### config.mk
export PLATFORM = sky130hd
export DESIGN_NAME = bit_serial_ack_sender
export DESIGN_NICKNAME = d
export VERILOG_FILES = /design/src/rtl/bsas_pkg.sv /design/src/rtl/bsas_fifo.sv /design/src/rtl/bsas_front.sv /design/src/rtl/bsas_engine.sv /design/src/rtl/bit_serial_ack_sender.sv
export SDC_FILE = /design/constraint.sdc
export NUM_CORES = 1
export LEC_CHECK = 0
export BUFFER_PORTS_ARGS = -buffer_cell sky130_fd_sc_hd__buf_2
export CAP_MARGIN = 5
export CELL_PAD_IN_SITES_DETAIL_PLACEMENT = 1
export CELL_PAD_IN_SITES_GLOBAL_PLACEMENT = 2
export CORE_MARGIN = 10
export CORE_UTILIZATION = 35
export DETAILED_ROUTE_END_ITERATION = 8
export GPL_ROUTABILITY_DRIVEN = 0
export PLACE_DENSITY = 0.85
export SLEW_MARGIN = 20
export SYNTH_ARGS = -nofsm -noshare
export SYNTH_HDL_FRONTEND = slang
export SYNTH_SLANG_ARGS = --single-unit
### constraint.sdc
create_clock -name clk -period 3.9 [get_ports clk]
set_input_delay 0.975 -clock clk [delete_from_list [all_inputs] [get_ports clk]]
set_output_delay 0.975 -clock clk [all_outputs]
set_load 0.02 [all_outputs]
### src/rtl/bsas_pkg.sv
// ----------------------------------------------------------------------------
// bsas_pkg
// Shared types, codes and sizes for the bit-serial acknowledged sender.
// ----------------------------------------------------------------------------
package bsas_pkg;

  localparam int ID_BITS_DEF     = 23;
  localparam int BYTE_BITS_DEF   = 8;
  localparam int QUEUE_DEPTH_DEF = 4;

  localparam int OP_W       = 2;
  localparam int COUNT_W    = 12;
  localparam int CFG_DATA_W = 32;
  localparam int CFG_ADDR_W = 5;
  localparam int REG_IDX_W  = 3;

  // Register indexes on the configuration port.
  localparam logic [REG_IDX_W-1:0] REG_INITIAL_WAIT  = 3'd0;
  localparam logic [REG_IDX_W-1:0] REG_WAIT_STEP     = 3'd1;
  localparam logic [REG_IDX_W-1:0] REG_GIVE_UP_LIMIT = 3'd2;
  localparam logic [REG_IDX_W-1:0] REG_ID_BIT_GAP    = 3'd3;
  localparam logic [REG_IDX_W-1:0] REG_END_CODE      = 3'd4;

  // Register reset values.
  localparam logic [10:0] INITIAL_WAIT_RST  = 11'd10;
  localparam logic [7:0]  WAIT_STEP_RST     = 8'd10;
  localparam logic [10:0] GIVE_UP_LIMIT_RST = 11'd1000;
  localparam logic [7:0]  ID_BIT_GAP_RST    = 8'd50;
  localparam logic [7:0]  END_CODE_RST      = 8'd4;

  // Request kinds as they arrive on the input channel.
  localparam logic [1:0] KIND_SEND_BYTE = 2'd0;
  localparam logic [1:0] KIND_TICK      = 2'd1;
  localparam logic [1:0] KIND_ACK       = 2'd2;
  localparam logic [1:0] KIND_SEND_ID   = 2'd3;

  // Operations handed from the front end to the engine.
  localparam logic [OP_W-1:0] OP_SEND_BYTE = 2'd0;
  localparam logic [OP_W-1:0] OP_TICK      = 2'd1;
  localparam logic [OP_W-1:0] OP_ACK       = 2'd2;
  localparam logic [OP_W-1:0] OP_SEND_ID   = 2'd3;

  // Result status codes.
  localparam logic [1:0] ST_NONE      = 2'd0;
  localparam logic [1:0] ST_BYTE_DONE = 2'd1;
  localparam logic [1:0] ST_ID_DONE   = 2'd2;
  localparam logic [1:0] ST_TIMEOUT   = 2'd3;

  typedef struct packed {
    logic [1:0]  kind;
    logic [7:0]  letter;
    logic [22:0] sender_id;
  } in_item_t;

  typedef struct packed {
    logic       bit_valid;
    logic       bit_value;
    logic [1:0] status;
    logic       last;
  } out_item_t;

  typedef struct packed {
    logic [10:0] initial_wait;
    logic [7:0]  wait_step;
    logic [10:0] give_up_limit;
    logic [7:0]  id_bit_gap;
    logic [7:0]  end_code;
  } cfg_t;

  // Width of the shift word that holds either a byte or a sender id.
  function automatic int shift_width(input int id_bits, input int byte_bits);
    return (id_bits > byte_bits) ? id_bits : byte_bits;
  endfunction

endpackage

### src/rtl/bsas_fifo.sv
// ----------------------------------------------------------------------------
// bsas_fifo
// Small register queue between the front end and the engine.
// ----------------------------------------------------------------------------
module bsas_fifo
  import bsas_pkg::*;
#(
  parameter int WIDTH = 8,
  parameter int DEPTH = QUEUE_DEPTH_DEF
) (
  input  logic             clk,
  input  logic             rst_n,
  input  logic             push,
  input  logic [WIDTH-1:0] push_data,
  output logic             full,
  input  logic             pop,
  output logic [WIDTH-1:0] pop_data,
  output logic             empty
);

  localparam int PTR_W = (DEPTH > 1) ? $clog2(DEPTH) : 1;
  localparam int CNT_W = $clog2(DEPTH + 1);
  localparam logic [PTR_W-1:0] PTR_LAST = PTR_W'(DEPTH - 1);
  localparam logic [CNT_W-1:0] CNT_FULL = CNT_W'(DEPTH);

  logic [WIDTH-1:0] mem_r [DEPTH];
  logic [PTR_W-1:0] wr_ptr_r, wr_ptr_nxt;
  logic [PTR_W-1:0] rd_ptr_r, rd_ptr_nxt;
  logic [CNT_W-1:0] count_r, count_nxt;
  logic             push_ok, pop_ok;

  assign full     = (count_r == CNT_FULL);
  assign empty    = (count_r == '0);
  assign push_ok  = push && !full;
  assign pop_ok   = pop && !empty;
  assign pop_data = mem_r[rd_ptr_r];

  always_comb begin
    wr_ptr_nxt = wr_ptr_r;
    rd_ptr_nxt = rd_ptr_r;
    count_nxt  = count_r;
    if (push_ok) begin
      wr_ptr_nxt = (wr_ptr_r == PTR_LAST) ? '0 : wr_ptr_r + 1'b1;
    end
    if (pop_ok) begin
      rd_ptr_nxt = (rd_ptr_r == PTR_LAST) ? '0 : rd_ptr_r + 1'b1;
    end
    case ({push_ok, pop_ok})
      2'b10:   count_nxt = count_r + 1'b1;
      2'b01:   count_nxt = count_r - 1'b1;
      default: count_nxt = count_r;
    endcase
  end

  always_ff @(posedge clk) begin
    if (!rst_n) begin
      wr_ptr_r <= '0;
      rd_ptr_r <= '0;
      count_r  <= '0;
    end else begin
      wr_ptr_r <= wr_ptr_nxt;
      rd_ptr_r <= rd_ptr_nxt;
      count_r  <= count_nxt;
    end
  end

  always_ff @(posedge clk) begin
    if (push_ok) begin
      mem_r[wr_ptr_r] <= push_data;
    end
  end

endmodule

### src/rtl/bsas_front.sv
// ----------------------------------------------------------------------------
// bsas_front
// Accepts requests, turns the kind into an engine operation and builds the
// shift word (byte or sender id) that the engine will send.
// ----------------------------------------------------------------------------
module bsas_front
  import bsas_pkg::*;
#(
  parameter int ID_BITS   = ID_BITS_DEF,
  parameter int BYTE_BITS = BYTE_BITS_DEF
) (
  input  logic     in_valid,
  output logic     in_stall,
  input  in_item_t in_data,
  input  logic     q_full,
  output logic     q_push,
  output logic [OP_W+shift_width(ID_BITS, BYTE_BITS)-1:0] q_entry
);

  localparam int SW_W  = shift_width(ID_BITS, BYTE_BITS);
  localparam int EXT_W = SW_W + 32;
  localparam logic [SW_W-1:0] BYTE_MASK = SW_W'((64'd1 << BYTE_BITS) - 64'd1);
  localparam logic [SW_W-1:0] ID_MASK   = SW_W'((64'd1 << ID_BITS) - 64'd1);

  logic [EXT_W-1:0] letter_ext, sid_ext;
  logic [OP_W-1:0]  op;
  logic [SW_W-1:0]  word;

  assign letter_ext = EXT_W'(in_data.letter);
  assign sid_ext    = EXT_W'(in_data.sender_id);

  always_comb begin
    unique case (in_data.kind)
      KIND_SEND_BYTE: begin
        op   = OP_SEND_BYTE;
        word = letter_ext[SW_W-1:0] & BYTE_MASK;
      end
      KIND_TICK: begin
        op   = OP_TICK;
        word = '0;
      end
      KIND_ACK: begin
        op   = OP_ACK;
        word = '0;
      end
      KIND_SEND_ID: begin
        op   = OP_SEND_ID;
        word = sid_ext[SW_W-1:0] & ID_MASK;
      end
      default: begin
        op   = OP_TICK;
        word = '0;
      end
    endcase
  end

  assign in_stall = q_full;
  assign q_push   = in_valid && !q_full;
  assign q_entry  = {op, word};

endmodule

### src/rtl/bsas_engine.sv
// ----------------------------------------------------------------------------
// bsas_engine
// Carries out queued operations against the sender state and registers the
// results; a spill register holds the second result of a two-bit request.
// ----------------------------------------------------------------------------
module bsas_engine
  import bsas_pkg::*;
#(
  parameter int ID_BITS   = ID_BITS_DEF,
  parameter int BYTE_BITS = BYTE_BITS_DEF
) (
  input  logic      clk,
  input  logic      rst_n,
  input  cfg_t      cfg,
  input  logic      q_empty,
  input  logic [OP_W+shift_width(ID_BITS, BYTE_BITS)-1:0] q_entry,
  output logic      q_pop,
  output logic      out_valid,
  input  logic      out_stall,
  output out_item_t out_data
);

  localparam int SW_W    = shift_width(ID_BITS, BYTE_BITS);
  localparam int ENTRY_W = OP_W + SW_W;
  localparam int IDX_W   = (SW_W > 1) ? $clog2(SW_W) : 1;
  localparam int CMP_W   = (SW_W > 8) ? SW_W : 8;
  localparam logic [IDX_W-1:0] BYTE_TOP = IDX_W'(BYTE_BITS - 1);
  localparam logic [IDX_W-1:0] ID_TOP   = IDX_W'(ID_BITS - 1);
  localparam logic [COUNT_W-1:0] COUNT_MAX = '1;

  localparam logic [1:0] MODE_IDLE = 2'd0;
  localparam logic [1:0] MODE_WAIT = 2'd1;
  localparam logic [1:0] MODE_ID   = 2'd2;

  logic [1:0]         mode_r, mode_nxt;
  logic [SW_W-1:0]    word_r, word_nxt;
  logic [IDX_W-1:0]   idx_r, idx_nxt;
  logic               ack_r, ack_nxt;
  logic [COUNT_W-1:0] poll_r, poll_nxt;
  logic [COUNT_W-1:0] limit_r, limit_nxt;
  logic               cur_r, cur_nxt;
  logic               out_valid_r, out_valid_nxt;
  out_item_t          out_r, out_nxt;
  logic               spill_valid_r, spill_valid_nxt;
  out_item_t          spill_r, spill_nxt;

  logic [OP_W-1:0]    q_op;
  logic [SW_W-1:0]    q_word;
  logic               advance, take;
  logic [1:0]         res_n;
  out_item_t          res0, res1;
  logic [IDX_W-1:0]   idx_dn;
  logic [COUNT_W-1:0] poll_inc;
  logic [7:0]         gap_eff;

  // Byte bit sender: sends the bit at bs_idx and, when no acknowledge is
  // needed for it, the following bit in the same step.
  logic               bs_start;
  logic [SW_W-1:0]    bs_word;
  logic [IDX_W-1:0]   bs_idx, bs_idx1;
  logic               bs_is_end, bs_bit0, bs_bit1, bs_need0, bs_need1;
  logic               bs_two, bs_wait;

  assign q_op   = q_entry[ENTRY_W-1 -: OP_W];
  assign q_word = q_entry[SW_W-1:0];
  assign idx_dn = idx_r - 1'b1;

  assign poll_inc = (poll_r == COUNT_MAX) ? poll_r : poll_r + 1'b1;
  assign gap_eff  = (cfg.id_bit_gap == '0) ? 8'd1 : cfg.id_bit_gap;

  assign bs_start  = (q_op == OP_SEND_BYTE);
  assign bs_word   = bs_start ? q_word : word_r;
  assign bs_idx    = bs_start ? BYTE_TOP : idx_dn;
  assign bs_idx1   = bs_idx - 1'b1;
  assign bs_is_end = (CMP_W'(bs_word) == CMP_W'(cfg.end_code));
  assign bs_bit0   = bs_word[bs_idx];
  assign bs_bit1   = bs_word[bs_idx1];
  assign bs_need0  = !(bs_is_end && (bs_idx == '0));
  assign bs_need1  = !(bs_is_end && (bs_idx1 == '0));
  assign bs_two    = !(bs_need0 && !ack_r) && (bs_idx != '0);
  assign bs_wait   = bs_two ? bs_need1 : (bs_need0 && !ack_r);

  assign advance = !out_valid_r || !out_stall;
  assign take    = advance && !spill_valid_r && !q_empty;
  assign q_pop   = take;

  always_comb begin
    mode_nxt  = mode_r;
    word_nxt  = word_r;
    idx_nxt   = idx_r;
    ack_nxt   = ack_r;
    poll_nxt  = poll_r;
    limit_nxt = limit_r;
    cur_nxt   = cur_r;
    res_n     = 2'd0;
    res0      = '0;
    res1      = '0;

    if (take) begin
      unique case (q_op) inside
        OP_SEND_BYTE, OP_ACK: begin
          if (q_op == OP_ACK && mode_r != MODE_WAIT) begin
            ack_nxt = 1'b1;
          end else if (q_op == OP_ACK && idx_r == '0) begin
            res_n       = 2'd1;
            res0.status = ST_BYTE_DONE;
            mode_nxt    = MODE_IDLE;
          end else if (q_op == OP_ACK || mode_r == MODE_IDLE) begin
            word_nxt       = bs_word;
            ack_nxt        = 1'b0;
            idx_nxt        = bs_two ? bs_idx1 : bs_idx;
            cur_nxt        = bs_two ? bs_bit1 : bs_bit0;
            res0.bit_valid = 1'b1;
            res0.bit_value = bs_bit0;
            res0.status    = (!bs_two && !bs_wait) ? ST_BYTE_DONE : ST_NONE;
            res1.bit_valid = 1'b1;
            res1.bit_value = bs_bit1;
            res1.status    = bs_wait ? ST_NONE : ST_BYTE_DONE;
            res_n          = bs_two ? 2'd2 : 2'd1;
            mode_nxt       = bs_wait ? MODE_WAIT : MODE_IDLE;
            if (bs_wait) begin
              poll_nxt  = '0;
              limit_nxt = COUNT_W'(cfg.initial_wait);
            end
          end
        end
        OP_TICK: begin
          if (mode_r == MODE_WAIT) begin
            poll_nxt = poll_inc;
            if (limit_r > COUNT_W'(cfg.give_up_limit)) begin
              res_n       = 2'd1;
              res0.status = ST_TIMEOUT;
              mode_nxt    = MODE_IDLE;
              ack_nxt     = 1'b0;
            end else if (poll_r > limit_r) begin
              // Resend the same bit and allow a longer wait for it.
              limit_nxt      = limit_r + COUNT_W'(cfg.wait_step);
              res_n          = 2'd1;
              res0.bit_valid = 1'b1;
              res0.bit_value = cur_r;
            end
          end else if (mode_r == MODE_ID) begin
            poll_nxt = poll_inc;
            if (poll_inc >= COUNT_W'(gap_eff)) begin
              res_n = 2'd1;
              if (idx_r == '0) begin
                res0.status = ST_ID_DONE;
                mode_nxt    = MODE_IDLE;
              end else begin
                idx_nxt        = idx_dn;
                cur_nxt        = word_r[idx_dn];
                res0.bit_valid = 1'b1;
                res0.bit_value = word_r[idx_dn];
                poll_nxt       = '0;
              end
            end
          end
        end
        OP_SEND_ID: begin
          if (mode_r == MODE_IDLE) begin
            word_nxt       = q_word;
            idx_nxt        = ID_TOP;
            cur_nxt        = q_word[ID_TOP];
            poll_nxt       = '0;
            mode_nxt       = MODE_ID;
            res_n          = 2'd1;
            res0.bit_valid = 1'b1;
            res0.bit_value = q_word[ID_TOP];
          end
        end
        default: begin
          mode_nxt = mode_r;
        end
      endcase
    end

    res0.last = (res_n == 2'd1);
    res1.last = 1'b1;
  end

  always_comb begin
    out_valid_nxt   = out_valid_r;
    out_nxt         = out_r;
    spill_valid_nxt = spill_valid_r;
    spill_nxt       = spill_r;
    if (advance) begin
      if (spill_valid_r) begin
        out_nxt         = spill_r;
        out_valid_nxt   = 1'b1;
        spill_valid_nxt = 1'b0;
      end else if (res_n != 2'd0) begin
        out_nxt       = res0;
        out_valid_nxt = 1'b1;
        if (res_n == 2'd2) begin
          spill_nxt       = res1;
          spill_valid_nxt = 1'b1;
        end
      end else begin
        out_valid_nxt = 1'b0;
      end
    end
  end

  always_ff @(posedge clk) begin
    if (!rst_n) begin
      mode_r        <= MODE_IDLE;
      word_r        <= '0;
      idx_r         <= '0;
      ack_r         <= 1'b0;
      poll_r        <= '0;
      limit_r       <= '0;
      cur_r         <= 1'b0;
      out_valid_r   <= 1'b0;
      spill_valid_r <= 1'b0;
    end else begin
      mode_r        <= mode_nxt;
      word_r        <= word_nxt;
      idx_r         <= idx_nxt;
      ack_r         <= ack_nxt;
      poll_r        <= poll_nxt;
      limit_r       <= limit_nxt;
      cur_r         <= cur_nxt;
      out_valid_r   <= out_valid_nxt;
      spill_valid_r <= spill_valid_nxt;
    end
  end

  always_ff @(posedge clk) begin
    out_r   <= out_nxt;
    spill_r <= spill_nxt;
  end

  assign out_valid = out_valid_r;
  assign out_data  = out_r;

endmodule

### src/rtl/bit_serial_ack_sender.sv
// Flow: an accepted request is written into the queue; the engine takes it from the
// queue head and registers its result; a second result waits in the spill register.
// Throughput: one request per cycle while the output is not stalled, set by the
// single engine update; a request sending two bits holds the engine for the spill.
// Reset (synchronous, active low) empties the queue, idles the sender and restores
// every configuration register to its default.
// ----------------------------------------------------------------------------
// bit_serial_ack_sender
// Sends bytes bit by bit with per-bit acknowledge and retry, and sender ids
// with a fixed tick gap; configured through an APB-style register port.
// ----------------------------------------------------------------------------
module bit_serial_ack_sender
  import bsas_pkg::*;
#(
  parameter int ID_BITS     = ID_BITS_DEF,
  parameter int BYTE_BITS   = BYTE_BITS_DEF,
  parameter int QUEUE_DEPTH = QUEUE_DEPTH_DEF
) (
  input  logic                  clk,
  input  logic                  rst_n,
  input  logic                  in_valid,
  output logic                  in_stall,
  input  in_item_t              in_data,
  output logic                  out_valid,
  input  logic                  out_stall,
  output out_item_t             out_data,
  input  logic                  cfg_psel,
  input  logic                  cfg_penable,
  input  logic                  cfg_pwrite,
  input  logic [CFG_ADDR_W-1:0] cfg_paddr,
  input  logic [CFG_DATA_W-1:0] cfg_pwdata,
  output logic [CFG_DATA_W-1:0] cfg_prdata,
  output logic                  cfg_pready
);

  localparam int ENTRY_W = OP_W + shift_width(ID_BITS, BYTE_BITS);

  logic [10:0] initial_wait_r, initial_wait_nxt;
  logic [7:0]  wait_step_r, wait_step_nxt;
  logic [10:0] give_up_limit_r, give_up_limit_nxt;
  logic [7:0]  id_bit_gap_r, id_bit_gap_nxt;
  logic [7:0]  end_code_r, end_code_nxt;
  logic [REG_IDX_W-1:0] reg_index;
  logic        reg_write;
  cfg_t        cfg;

  logic               q_push, q_full, q_pop, q_empty;
  logic [ENTRY_W-1:0] q_push_entry, q_pop_entry;

  assign cfg_pready = 1'b1;
  assign reg_index  = cfg_paddr[4:2];
  assign reg_write  = cfg_psel && cfg_penable && cfg_pwrite && cfg_pready;

  always_comb begin
    initial_wait_nxt  = initial_wait_r;
    wait_step_nxt     = wait_step_r;
    give_up_limit_nxt = give_up_limit_r;
    id_bit_gap_nxt    = id_bit_gap_r;
    end_code_nxt      = end_code_r;
    if (reg_write) begin
      unique case (reg_index)
        REG_INITIAL_WAIT:  initial_wait_nxt  = cfg_pwdata[10:0];
        REG_WAIT_STEP:     wait_step_nxt     = cfg_pwdata[7:0];
        REG_GIVE_UP_LIMIT: give_up_limit_nxt = cfg_pwdata[10:0];
        REG_ID_BIT_GAP:    id_bit_gap_nxt    = cfg_pwdata[7:0];
        REG_END_CODE:      end_code_nxt      = cfg_pwdata[7:0];
        default:           end_code_nxt      = end_code_r;
      endcase
    end
  end

  always_comb begin
    unique case (reg_index)
      REG_INITIAL_WAIT:  cfg_prdata = CFG_DATA_W'(initial_wait_r);
      REG_WAIT_STEP:     cfg_prdata = CFG_DATA_W'(wait_step_r);
      REG_GIVE_UP_LIMIT: cfg_prdata = CFG_DATA_W'(give_up_limit_r);
      REG_ID_BIT_GAP:    cfg_prdata = CFG_DATA_W'(id_bit_gap_r);
      REG_END_CODE:      cfg_prdata = CFG_DATA_W'(end_code_r);
      default:           cfg_prdata = '0;
    endcase
  end

  always_ff @(posedge clk) begin
    if (!rst_n) begin
      initial_wait_r  <= INITIAL_WAIT_RST;
      wait_step_r     <= WAIT_STEP_RST;
      give_up_limit_r <= GIVE_UP_LIMIT_RST;
      id_bit_gap_r    <= ID_BIT_GAP_RST;
      end_code_r      <= END_CODE_RST;
    end else begin
      initial_wait_r  <= initial_wait_nxt;
      wait_step_r     <= wait_step_nxt;
      give_up_limit_r <= give_up_limit_nxt;
      id_bit_gap_r    <= id_bit_gap_nxt;
      end_code_r      <= end_code_nxt;
    end
  end

  assign cfg.initial_wait  = initial_wait_r;
  assign cfg.wait_step     = wait_step_r;
  assign cfg.give_up_limit = give_up_limit_r;
  assign cfg.id_bit_gap    = id_bit_gap_r;
  assign cfg.end_code      = end_code_r;

  bsas_front #(
    .ID_BITS   (ID_BITS),
    .BYTE_BITS (BYTE_BITS)
  ) u_front (
    .in_valid (in_valid),
    .in_stall (in_stall),
    .in_data  (in_data),
    .q_full   (q_full),
    .q_push   (q_push),
    .q_entry  (q_push_entry)
  );

  bsas_fifo #(
    .WIDTH (ENTRY_W),
    .DEPTH (QUEUE_DEPTH)
  ) u_queue (
    .clk       (clk),
    .rst_n     (rst_n),
    .push      (q_push),
    .push_data (q_push_entry),
    .full      (q_full),
    .pop       (q_pop),
    .pop_data  (q_pop_entry),
    .empty     (q_empty)
  );

  bsas_engine #(
    .ID_BITS   (ID_BITS),
    .BYTE_BITS (BYTE_BITS)
  ) u_engine (
    .clk       (clk),
    .rst_n     (rst_n),
    .cfg       (cfg),
    .q_empty   (q_empty),
    .q_entry   (q_pop_entry),
    .q_pop     (q_pop),
    .out_valid (out_valid),
    .out_stall (out_stall),
    .out_data  (out_data)
  );

endmodule
==> impl.org, run 1 <==
** Clock tree
- Library cell used as clock root buffer :: sky130_fd_sc_hd__clkbuf_16
- TritonCTS clock tree :: yes
- Sinks on the clock net :: 221
- Clock tree synthesis inserted a total of 24 buffers.
- Buffers added to address setup during post-CTS repair amount to 0.
- CTS built an H-tree with a depth of 1.
- After clock tree synthesis, the flow added hold-fix buffers numbering 0.
- Clock-pin slew on the worst setup and hold paths :: 0.07 ns
- Clock insertion delay at the later pin of the skew report :: ~0.54 ns
- Max Root-Sink Buffers :: 3

** Pwr
- IR Drop Worst-Case VDD :: 0.000462 V
- Power density over the cells :: 707 nW/um^2
- Post-layout power :: 10.1 mW
- Leakage power figure :: 5.53 nW

** Floorplan
- The initial utilization of the core area, before any placement, comes to 35.6%.
- The die covers 43300 um^2.
- The floorplan step set the die height to a little over 200 um.
- Boundary Pins :: 117
- Width of the die :: 208 um
- Number of standard-cell rows in the floorplan :: between 60 and 70
- The region available for standard cell placement spans 34700 um^2.

** Logic synthesis
- Cells after synthesis :: 1202
- In this run the mean area of a mapped cell was about 10 um^2.
- Flop and latch count out of synthesis :: 221
- Count of warnings emitted by yosys :: 0
- Summed instance area of the synthesized netlist :: 12400 um^2
- In the synthesized netlist the dominant register cell turns out to be sky130_fd_sc_hd__dfxtp_1.
- Counting flops with an async set or reset pin after synthesis yields a share of 0%.
- For this run, the register share of the synthesized area comes to 44.5%.
- The number of different library cells used by synthesis comes to 84.
- Post-synth EDFFs :: 108

** Setup path
- In this design, the largest share of critical-path delay is due to simple AND/OR/NAND/NOR gates.
- Capture instance of the worst register-to-register path :: u_engine.poll_r[3]$_SDFFE_PN0P_
- The critical path goes through mux4_2, or2_0, and2_1, ha_1, and4_1, nor3_1, nor3_2, nor4b_2, nand4_2, a21boi_4, buf_12, a2111oi_0, o221a_2.
- The critical path crosses 13 cells after its start point.
- Endpoint of the worst setup timing path :: u_engine.poll_r[3]$_SDFFE_PN0P_
- For the worst setup path, the data required time is 4.32 ns.
- The worst setup path is launched from a register.
- The critical path is of the reg -> reg type.
- Logic depth of the worst register-to-register path :: 13
- Buffers plus inverters on the worst setup path :: 1
- The worst register-to-register path has a setup slack of between 0.2 and 0.25 ns.
- The worst setup path is captured at a register.
- Delay of the slowest cell on the worst path :: 0.56 ns
- Crit-path slowest cell :: sky130_fd_sc_hd__mux4_2
- Of all nets on the critical path, the largest fanout is 26.
- At the worst endpoint, the arrival time is 4.11 ns.

** Global route
- Overall global routing resource usage :: 16.4%
- Initial antenna violation count :: 0
- Largest net degree at the start of global routing :: 42
- The via count of the first global-routing pass came to 10345.
- The total overflow left after global routing is 0.
- The first global-routing pass estimated 58.8 mm of wire.

** Timing
- The max-slew violation count was 0.
- In this run the tightest slew margin relative to its limit is 31.0%.
- Endpoints failing hold :: 0
- Clock skew :: 0.0136 ns
- Tmin final :: roughly 3.7 ns
- Static timing analysis puts the maximum clock frequency at ~0.27 GHz.
- Final count of negative-setup-slack endpoints :: 0
- The worst path uses between 90% and 100% of the clock period.
- At the pin with the least slew margin, the transition time is 1.03 ns.
- Final worst setup slack :: 0.210 ns

** Finish
- Number of fill cells in the layout :: 3869
- After the last flow step, the layout net total stands at 1418.
- Ratio of cells with drive above 1 in the final layout :: 19.0%
- Area of the multi-input gates :: approximately 6200 um^2
- The area growth from synthesis to layout is 15.3%.
- In the final layout, flip-flops and latches occupy roughly 5500 um^2.
- The count of cells in the finished layout, fillers not included, comes to roughly 1800.
- Final design utilization :: 41.1%
- After routing the design area is 14300 um^2.
- The number of antenna diodes in the final layout is 0.

** Job
- Max-cap violations in this run came to 0.

** Placement
- Detailed placement finished with a half-perimeter wire length of 27.1 mm.
- Placed cell count :: 1714
- The count of buffers added on input and output ports is 71.
- Worst slack at placement :: 0.0582 ns
- Summing all placed instances gives a cell area of 13300 um^2.

** Outcome
- Result of the run :: finished clean

** Drt
- DRC marker count from the first detailed-route iteration :: 517
- Detailed routing inserted a total of 9677 vias.
- Number of iterations in the first detailed-routing pass :: 4
- The detail route stage leaves a number of antenna-violating nets equal to 0.
- Wire length per cell after detailed routing :: 20.9 um
- Using the TritonRoute via totals, the vias-per-cell ratio works out to around 5.5.
- Wires add up to 36.7 mm.
- DRC Markers :: 0

** Worst hold path
- Min-Delay Startpoint :: give_up_limit_r[2]$_SDFFE_PN0P_
- Path class of the lowest-slack min-delay path :: reg -> reg
[layer usage]
| layer | share of wire, % | GRT usage [%] |
|---|---|---|
| met1 | 44 | 20.8 |
| met3 | 3.6 | 2.05 |
| met5 | 0 | 0 |
| met2 | 50 | 28.8 |
| met4 | 2.0 | 4.08 |
[synth_stat cells (all sizes together), types with 5 or more instances]
cell type  count  area [um^2]
o211ai        16          120
buf           50          334
and3          22          138
mux4          33          743
o21ai         39          195
nand2        107          402
a21oi         69          345
edfxtp       108         3240
clkbuf        43          161
nand3         32          160
nor3b          7         52.6
inv           62          233
and2          11         68.8
a21boi         6         56.3
o22ai         10         62.6
a22oi         20          150
nor4           7         43.8
nor2b          9         56.3
o31a           5         43.8
ha            54          676
xor2          11         96.3
mux2i         68          681
a211oi        14          140
a221oi         9         91.3
xnor2         15          131
or3            8         50.1
a211o          5         43.8
mux2           5         56.3
a31oi          7         43.8
nand4          7         50.1
nor3          28          140
dfxtp        113         2260
o221ai         7         61.3
o221a          5         56.3
a22o          10         87.6
a21o          14          105
o21a           8         60.1
nor2          97          385
[report_power, final]
group / internal, mW / total, mW / switching, mW
sequential: 2.78 / 3.05 / 0.267
combinational: 1.81 / 4.49 / 2.68
clock: 1.53 / 2.54 / 1.01
total: 6.12 / 10.1 / 3.96
[area by class of cell]
| cell class | count | share of cell area, % |
|---|---|---|
| multi-input cells | 843 | 43.7 |
| flip-flops and latches | 221 | 38.6 |
| repair buffers | 130 | 5.80 |
| clock buffers | 27 | 4.51 |
| well taps | 455 | 3.99 |
| inverters | 65 | 1.72 |
| clock inverters | 17 | 1.68 |
[per-stage QoR]
stage               setup TNS [ns]  hold slack (ns)
floorplan                        0            0.436
global placement                 0            0.450
detailed placement               0            0.456
CTS                              0            0.464
global route               -0.0196            0.489
finish                           0            0.462
[worst reg2reg max path, delay by kind of cell, from the launching register on]
family	cells	cell delay, ns
compound gates	3	0.63
fa+ha+maj	1	0.30
flops	1	0.38
buf+inv	1	0.20
mux	1	0.56
simple gates	7	1.52
[registers in the layout, indices dropped and copies added (netlist names), 3 cells and up, named ones only]
signal             flops
u_queue.count_r        3
give_up_limit_r       11
u_engine.word_r       23
id_bit_gap_r           8
u_queue.mem_r        100
end_code_r             8
u_engine.spill_r       3
u_engine.out_data      5
u_engine.poll_r       12
wait_step_r            8
initial_wait_r        11
u_engine.idx_r         5
u_engine.limit_r      12
[logic make-up after synthesis]
logic type	count (synthesis)	share of synthesized area, %
fa+ha+maj	56	5.79
compound gates	275	15.8
xor+xnor	26	1.84
flops	221	44.5
mux	106	12.0
simple gates	358	14.1
buf+inv	158	5.98
other cells	2	0.0607
[what timing repair did]
action | CTS | global route
resized for setup | 0 | 8
endpoints found under the hold margin | 0 | 0
endpoints found under the setup margin | 0 | 24
[worst min path at each step]
stage                                 endpoint  cells past startpoint
2_1_floorplan  give_up_limit_r[1]$_SDFFE_PN0P_                      2
3_3_place_gp   give_up_limit_r[1]$_SDFFE_PN0P_                      2
3_5_place_dp   give_up_limit_r[2]$_SDFFE_PN0P_                      2
4_1_cts        give_up_limit_r[2]$_SDFFE_PN0P_                      2
5_1_grt        give_up_limit_r[1]$_SDFFE_PN0P_                      2
6_report       give_up_limit_r[2]$_SDFFE_PN0P_                      2
[cell usage in the layout, fill, tap and decap left out, drive strengths merged, types with 8 or more instances in the layout]
cell type	synthesis	layout
a211oi	14	14
a21o	14	14
a21oi	69	69
a221oi	9	9
a22o	10	10
a22oi	20	20
and2	11	11
and3	22	22
buf	50	130
clkbuf	43	27
clkinv	3	9
conb	2	22
dfxtp	113	113
edfxtp	108	108
ha	54	54
inv	62	62
mux2i	68	68
mux4	33	33
nand2	107	107
nand3	32	32
nor2	97	97
nor2b	9	9
nor3	28	28
o211ai	16	16
o21a	8	8
o21ai	39	39
o22ai	10	10
or3	8	8
xnor2	15	15
xor2	11	11
No activity file was read; power rests on OpenSTA's default activity.
==> run 2: changes to the inputs <==
- CORE_UTILIZATION: 35 -> 25
- CTS_BUF_LIST: default -> sky130_fd_sc_hd__clkbuf_4 sky130_fd_sc_hd__clkbuf_8
- PLACE_DENSITY: 0.85 -> 0.67
==> impl.org, run 2 (synthesized netlist as in run 1, its figures left out) <==
** Global route
- Via count of the first global-routing pass :: 10332 (-0.13%)
- First-pass GRT wire length :: 61.0 mm (+3.6%)
- Overall global routing resource usage :: 13.0% (-3.4 points)
- The total congestion overflow after global routing is 0 (unchanged).
- Largest net degree at the start of global routing :: 59 (+40%)
- Initial antenna violation count :: 0 (unchanged)

** Timing
- The count of endpoints failing setup in the final report was 0 (unchanged).
- The max-slew violation count was 0 (unchanged).
- Highest clock rate :: 0.268 GHz (-1.0%)
- The slew at the pin with the worst max-slew slack came to 0.889 ns (-0.138 ns).
- Clock skew :: 0.0282 ns (+0.0146 ns)
- Setup repair after global routing could not meet its margin everywhere.
- Endpoints failing hold :: 0 (unchanged)
- Final period utilization :: 95.6% (+0.99 points)
- The max-slew headroom at the worst pin is 40.3% (+9.2 points).
- The post-route minimum period was 3.73 ns (+0.0386 ns).

** Finish
- Most common cell after layout, fill and taps aside :: sky130_fd_sc_hd__dfxtp_1
- The flip-flop count of the largest register after layout was 100 (unchanged).
- The final cell count without fillers is 2013 (+15%).
- The largest registers in the layout are u_queue.mem_r: 100 flops, u_engine.word_r: 23 flops.
- u_queue.mem_r holds more flip-flops than any other register.
- Ratio of cells with drive above 1 in the final layout :: 21.8% (+2.8 points)
- Commonest cells after routing, fill and taps aside :: sky130_fd_sc_hd__dfxtp_1, sky130_fd_sc_hd__edfxtp_1, sky130_fd_sc_hd__nand2_1
- Antenna Diode Count :: 0 (unchanged)
- The final cell area excluding filler cells is 14600 um^2 (+2.5%).
- Area delta synth->final :: 18.2%
- Count of nets after finishing :: 1447 (+2.0%)

** Floorplan
- Number of standard-cell rows in the floorplan :: 81 (+19%)
- Area of the core region :: 49000 um^2 (+41%)
- Boundary Pins :: 117 (unchanged)
- The height of the die is 242 um (+17%).
- Die area :: 58800 um^2 (+36%)
- Width of the die :: 242 um (+17%)
- Starting Density :: 25.3% (-10 points)

** Pwr
- The worst ir drop on vdd is 0.000355 V (-23%).
- The power density over the cells was 683 nW/um^2 (-3.4%).
- The combinational share of power is 46.0% (+1.4 points).
- Leakage power figure :: 5.63 nW (+1.9%)
- The part of the total power dissipated in the clock network came to 23.5% (-1.7 points).
- Design internal power :: 5.96 mW (-2.5%)
- The portion of total power attributed to sequential cells came to 30.5% (+0.3 points).
- Net switching power :: 4.02 mW (+1.5%)
- The switching portion of total power was 40.3% (+0.95 points).

** Setup path
- The critical-path maximum fanout is 6 (-77%).
- The critical path is of the reg -> reg type.
- Walking the worst path, the cells encountered are mux4_2, or2_0, and2_1, ha_1, inv_2, buf_4, xnor2_1, mux4_2, mux2_2, o21ai_0, o221ai_1, a21oi_1.
- Worst path arrival time :: 4.26 ns (+0.15 ns)
- Nature of the critical path endpoint :: register
- The worst setup path is launched from a register.
- The slowest stage of the critical path belongs to the cell sky130_fd_sc_hd__mux4_2.
- CP dominant cell by count :: sky130_fd_sc_hd__mux4_2
- The required time of the worst setup path is 4.43 ns (+0.11 ns).
- Delay of the slowest cell on the worst path :: 0.57 ns (about the same)

** Clock tree
- The post-CTS clock slew at the launch and capture registers of the worst setup and hold paths was 0.06 ns (about the same).
- Count of H-tree levels built during CTS :: 2 (+1)
- The number of buffers inserted by hold repair at cts came to 0 (unchanged).
- The number of buffers added by the clock tree synthesis step is 43 (+79%).
- TritonCTS clock tree :: yes
- The clock latency on the worst-skew pair came to 0.60 ns (+0.06 ns).
- Sinks on the clock net :: 221 (unchanged)
- CTS placed an instance of sky130_fd_sc_hd__clkbuf_8 at the clock tree root.
- Max Root-Sink Buffers :: 3 (unchanged)

** Placement
- The number of placed instances with taps included is 1932 (+13%).
- DP HPWL :: 28.3 mm (+4.6%)
- The placed standard-cell area was 13700 um^2 (+2.5%).
- Number of input and output port buffers inserted :: 71 (unchanged)

** Drt
- The aggregate routed wire length came to 38.6 mm (+5.0%).
- Vias after detailed routing :: 9642 (-0.36%)
- The number of DRC markers after the initial detailed-route iteration was 607 (+17%).
- DRC Markers :: 0 (unchanged)
- Number of iterations in the first detailed-routing pass :: 5 (+1)
- The via density per instance is 4.79 (-13%).
- The antenna violation net count after detailed routing came to 0 (unchanged).
- The wire length per cell after detailed routing came to 19.2 um (-8.3%).

** Worst hold path
- Path class of the lowest-slack min-delay path :: reg -> reg

** Job
- Max-cap viol count :: 0 (unchanged)

** Outcome
- Result of the run :: finished clean
[run 2: timing repair]
| action | 4_1_cts | 5_1_grt |
|---|---|---|
| endpoints found under the setup margin | 9 | 31 |
| resized for setup | 1 | 10 |
| setup buffers | 1 | 0 |
| pin swaps | 1 | 2 |
[run 2: power by group through the flow]
stage               registers (mW)  logic, mW  clock network, mW
finish                        3.04       4.59               2.34
global route                  3.08       5.08               2.54
CTS                           3.04       4.63               2.44
detailed placement            3.09       4.57                  0
global placement              3.08       4.51                  0
floorplan                     3.01       3.21                  0
[run 2: metal layers]
layer  track usage [%]  up-vias  routed length, um
met3              1.97       38               1190
met2              22.5      132              19200
met1              16.4     4823              17700
met4              3.64        0                547
li1                  -     4649                  -
met5                 0        -                  0
[run 2: final timing paths]
kind              slack, ns                       startpoint  depth (start not counted)                              end
setup / recovery       0.17                         register                         12      u_engine.cur_r$_SDFFE_PN0P_
hold / removal         0.46  give_up_limit_r[4]$_SDFFE_PN0P_                          2  give_up_limit_r[4]$_SDFFE_PN0P_
setup reg to reg       0.17                         register                         12      u_engine.cur_r$_SDFFE_PN0P_
hold reg to reg        0.46  give_up_limit_r[4]$_SDFFE_PN0P_                          2  give_up_limit_r[4]$_SDFFE_PN0P_
[run 2: layout make-up]
| class | instances | area [um^2] |
|---|---|---|
| fill | 5547 | 34300 |
| multi-input combinational | 843 | 6260 |
| sequential | 221 | 5510 |
| timing repair buffer | 140 | 911 |
| tap | 664 | 831 |
| clock buffer | 60 | 726 |
| inverter | 65 | 245 |
| clock inverter | 20 | 143 |
[run 2: critical path, delay by kind of cell, from the launching register on]
kind / cells / cell delay, ns
and+or+nand+nor: 2 / 0.47
xor gates and xnor gates: 1 / 0.29
AOI/OAI and AO/OA: 3 / 0.75
DFF: 1 / 0.40
buffers and inverters: 2 / 0.21
muxes: 3 / 1.26
adders and majority gates: 1 / 0.29
[run 2: metrics by stage]
step	hold WS, ns	TNS (ns)	setup WS [ns]	power, mW	utilization (%)
finish	0.464	0	0.171	9.98	29.9
global placement	0.444	0	0.0799	7.59	28.0
floorplan	0.436	0	0.0149	6.21	-
CTS	0.461	0	0.0111	10.1	29.8
detailed placement	0.453	-0.0224	-0.0210	7.65	28.0
global route	0.493	-0.0158	-0.0139	10.7	29.9
==> run 3: changes to the inputs <==
- ABC_AREA: default -> 1
- PLACE_DENSITY: 0.67 -> 0.72
==> impl.org, run 3 <==
** Setup path
- Delay of the slowest cell on the worst path :: 0.54 ns (-0.03 ns)
- Nature of the critical path endpoint :: register
- Startpoint-to-endpoint class of the critical path :: reg -> reg
- The number of gates on the worst path with buffers counted was 17 (+5).
- Logic depth of the worst register-to-register path :: 17 (+5)
- The cell that appears most often on the critical path is sky130_fd_sc_hd__inv_1.
- Among cell families on the critical path, the largest total delay comes from simple AND/OR/NAND/NOR gates.
- Crit-path slowest cell :: sky130_fd_sc_hd__dfxtp_2
- The arrival time at the worst endpoint came to 3.83 ns (-0.43 ns).
- The required time of the worst setup path came to 4.19 ns (-0.24 ns).
- STA classifies the critical path startpoint as a register.
- Highest fanout seen on the critical path :: 30 (+24)
- R2R Setup Slk :: 0.36 ns (+0.19 ns)
- Endpoint of the worst setup timing path :: u_engine.out_data[3]$_DFFE_PP_
- The worst register-to-register path ends at u_engine.out_data[3]$_DFFE_PP_.
- The count of buffer and inverter cells on the critical path was 7 (+5).
- Traced cell by cell, the critical path runs through inv_4, nand2_1, nand3_1, nand2_2, buf_4, inv_2, nor2_2, nor2_1, nor4_1, inv_1, nor2_1, inv_1, nor2_2, inv_1, nand3_1, nand2_1, inv_1.

** Drt
- ANT nets after route :: 0 (unchanged)
- The number of DRC markers after the initial detailed-route iteration is 472 (-22%).
- The via count of the routed design is 11403 (+18%).
- The wire length per cell after detailed routing came to 16.8 um (-12%).
- The via density per instance came to 4.62 (-3.5%).
- The number of remaining DRC errors was 0 (unchanged).
- Wire length after detailed routing :: 41.5 mm (+7.5%)
- The first-pass detailed-route iteration total was 4 (-1).

** Finish
- Most common cell after layout, fill and taps aside :: sky130_fd_sc_hd__nand2_1
- The register with the most flip-flops in the final layout is u_queue.mem_r.
- Flip-flop count of the largest register after layout :: 100 (unchanged)
- Regs by FF count :: u_queue.mem_r: 100 flops, u_engine.word_r: 23 flops
- Area delta synth->final :: 15.2%
- Commonest cells after routing, fill and taps aside :: sky130_fd_sc_hd__nand2_1, sky130_fd_sc_hd__inv_1, sky130_fd_sc_hd__nor2_1
- Ratio of cells with drive above 1 in the final layout :: 13.6% (-8.2 points)
- Post-route cell area :: 14700 um^2 (+0.84%)
- The final cell count without fillers came to 2468 (+23%).
- The net count of the finished layout was 1893 (+31%).
- The fraction of the core area covered by cells at the end of the flow came to 29.3% (-0.60 points).

** Job
- The number of violations of the max-capacitance limit was 0 (unchanged).

** Clock tree
- TritonCTS clock tree :: yes
- Clock-pin slew on the worst setup and hold paths :: 0.06 ns (about the same)
- The number of buffers between clock root and the deepest sink was 3 (unchanged).
- CTS Hold Bufs :: 0 (unchanged)
- Count of H-tree levels built during CTS :: 2 (unchanged)
- Sinks on the clock net :: 221 (unchanged)
- The root buffer cell chosen for the clock tree is sky130_fd_sc_hd__clkbuf_8.
- The number of buffers added by the clock tree synthesis step was 43 (unchanged).
- The clock latency on the worst-skew pair is 0.61 ns (about the same).

** Timing
- The count of endpoints failing setup in the final report was 0 (unchanged).
- The worst hold margin came to 0.476 ns (+0.0125 ns).
- Slew of the pin with the lowest slew margin :: 0.813 ns (-0.0759 ns)
- Rel. slew slack :: 45.3% (+5.1 points)
- The max-slew violation count is 0 (unchanged).
- The share of the clock period used by the worst path came to 90.7% (-4.9 points).
- The setup slack after layout was 0.361 ns (+0.190 ns).
- The post-route minimum period was 3.54 ns (-0.190 ns).
- Setup total negative slack :: 0 ns (unchanged)
- The worst-case clock skew was 0.0219 ns (-0.00629 ns).
- Endpoints failing hold :: 0 (unchanged)
- The highest achievable clock rate is 0.283 GHz (+5.4%).
- Setup repair after global routing left no endpoint under its margin.

** Global route
- Initial antenna violation count :: 3 (+3)
- First-pass GRT wire length :: 66.3 mm (+8.8%)
- The aggregate global-route resource usage was 13.6% (+0.64 points).
- Via count of the first global-routing pass :: 12084 (+17%)
- The total congestion overflow after global routing was 0 (unchanged).
- Largest net degree at the start of global routing :: 70 (+19%)

** Logic synthesis
- The fraction of synthesis flops using an asynchronous set or reset pin is 0% (unchanged).
- Cell with the most instances after synthesis :: sky130_fd_sc_hd__nand2_1
- Cells after synthesis :: 1683 (+40%)
- The synthesis warning total came to 0 (unchanged).
- Sorting the synthesized cells by how often they occur yields sky130_fd_sc_hd__nand2_1, sky130_fd_sc_hd__inv_1, sky130_fd_sc_hd__nor2_1.
- Flop and latch count out of synthesis :: 221 (unchanged)
- Post-synth EDFFs :: 108 (unchanged)
- The post-synthesis sequential area ratio was 43.0% (-1.5 points).
- The mean area per synthesized cell is 7.61 um^2 (-26%).
- Dominant register cell in the synthesized netlist :: sky130_fd_sc_hd__dfxtp_1
- The top cell type's share of synthesized area is 25.3% (-0.88 points).
- The total standard cell area after synthesis came to 12800 um^2 (+3.5%).
- The number of distinct library cells after synthesis came to 57 (-32%).
- Leading cell types by total area after synthesis :: sky130_fd_sc_hd__edfxtp_1, sky130_fd_sc_hd__dfxtp_1, sky130_fd_sc_hd__nand2_1, sky130_fd_sc_hd__nand3_1, sky130_fd_sc_hd__inv_1
- Summed over all instances, the cell type with the most area after synthesis is sky130_fd_sc_hd__edfxtp_1.

** Floorplan
- Number of standard-cell rows in the floorplan :: 82 (+1.2%)
- Die area :: 60600 um^2 (+3.2%)
- The height of the die came to 246 um (+1.6%).
- The area inside the core boundary came to 50400 um^2 (+2.9%).
- The width of the die was 246 um (+1.6%).
- Starting Density :: 25.4% (+0.14 points)
- Boundary Pins :: 117 (unchanged)

** Pwr
- IR Drop Worst-Case VDD :: 0.000337 V (-5.0%)
- The leakage power came to 6.44 nW (+14%).
- The power density over the cells was 930 nW/um^2 (+36%).
- Post-layout power :: 13.7 mW (+37%)

** Outcome
- The run finished with clean final reports.

** Placement
- DP HPWL :: 30.6 mm (+8.1%)
- Worst slack at placement :: 0.183 ns (+0.204 ns)
- The number of I/O port buffers came to 71 (unchanged).
- The number of placed instances with taps included came to 2385 (+23%).
- Post-Place Cell Area :: 13800 um^2 (+0.80%)

** Worst hold path
- In this run the worst hold path is classified as reg -> reg.
==> run 3: cell types whose count changed in the layout (fill, tap and decap cells not counted), moves of 32 or more <==
cell                      change
sky130_fd_sc_hd__mux2i_1     -68
sky130_fd_sc_hd__o21ai_0     +85
sky130_fd_sc_hd__nand2_1    +263
sky130_fd_sc_hd__inv_1      +126
sky130_fd_sc_hd__nand3_1    +109
sky130_fd_sc_hd__buf_4       -32
sky130_fd_sc_hd__mux4_2      -33
sky130_fd_sc_hd__nor2_1      +86
==> run 3: cells by family (layout without fill, tap and decap cells) <==
family                   after synthesis  in the layout  synth area share, %
buffers and inverters                305            396                 10.5
XOR/XNOR                              14             14                 1.13
AO/OA/AOI/OAI                        303            303                 13.6
adder cells (fa/ha/maj)               56             56                 5.59
other                                  2             24               0.0587
flip-flops                           221            221                 43.0
AND/OR/NAND/NOR                      782            782                 26.1
==> run 3: power by group <==
group	switching, mW	internal (mW)
clock	1.09	1.45
sequential	0.343	2.95
combinational	5.48	2.39
total	6.91	6.80
==> run 3: tightest hold or removal path, stage by stage (launching register included) <==
cell,delay (ns)
sky130_fd_sc_hd__dfxtp_1,0.29
sky130_fd_sc_hd__inv_1,0.07
sky130_fd_sc_hd__a21oi_1,0.06
==> run 3: final cells by class <==
class / count / area [um^2]
antenna: 2 / 5.00
clock buffer: 56 / 702
clock inverter: 23 / 220
fill: 6111 / 35600
inverter: 211 / 797
multi-input combinational: 1177 / 6040
sequential: 221 / 5510
tap: 672 / 841
timing repair buffer: 106 / 631
==> run 3: how the worst min path moves through the flow <==
stage,endpoint,start,depth (start not counted),slack [ns]
after CTS,initial_wait_r[8]$_SDFFE_PN0P_,initial_wait_r[8]$_SDFFE_PN0P_,2,0.48
after floorplan,initial_wait_r[4]$_SDFFE_PN0P_,initial_wait_r[4]$_SDFFE_PN0P_,2,0.44
after global routing,initial_wait_r[8]$_SDFFE_PN0P_,initial_wait_r[8]$_SDFFE_PN0P_,2,0.51
after global placement,u_queue.count_r[2]$_SDFFE_PN0P_,u_queue.count_r[2]$_SDFFE_PN0P_,2,0.47
final,initial_wait_r[8]$_SDFFE_PN0P_,initial_wait_r[8]$_SDFFE_PN0P_,2,0.48
after detailed placement,initial_wait_r[8]$_SDFFE_PN0P_,initial_wait_r[8]$_SDFFE_PN0P_,2,0.48
==> run 3: repair_timing <==
action                                  in CTS  in global routing
endpoints found under the setup margin       0                 22
buffers inserted                             0                  2
resized for setup                            0                  2
==> run 3: routing by layer <==
metal | part of all wire [%] | wire length (um) | global-route usage, %
met2 | 45 | 18900 | 21.9
met3 | 3.7 | 1550 | 2.39
met5 | 0.031 | 13 | 0
met4 | 2.1 | 855 | 4.19
met1 | 49 | 20200 | 18.2
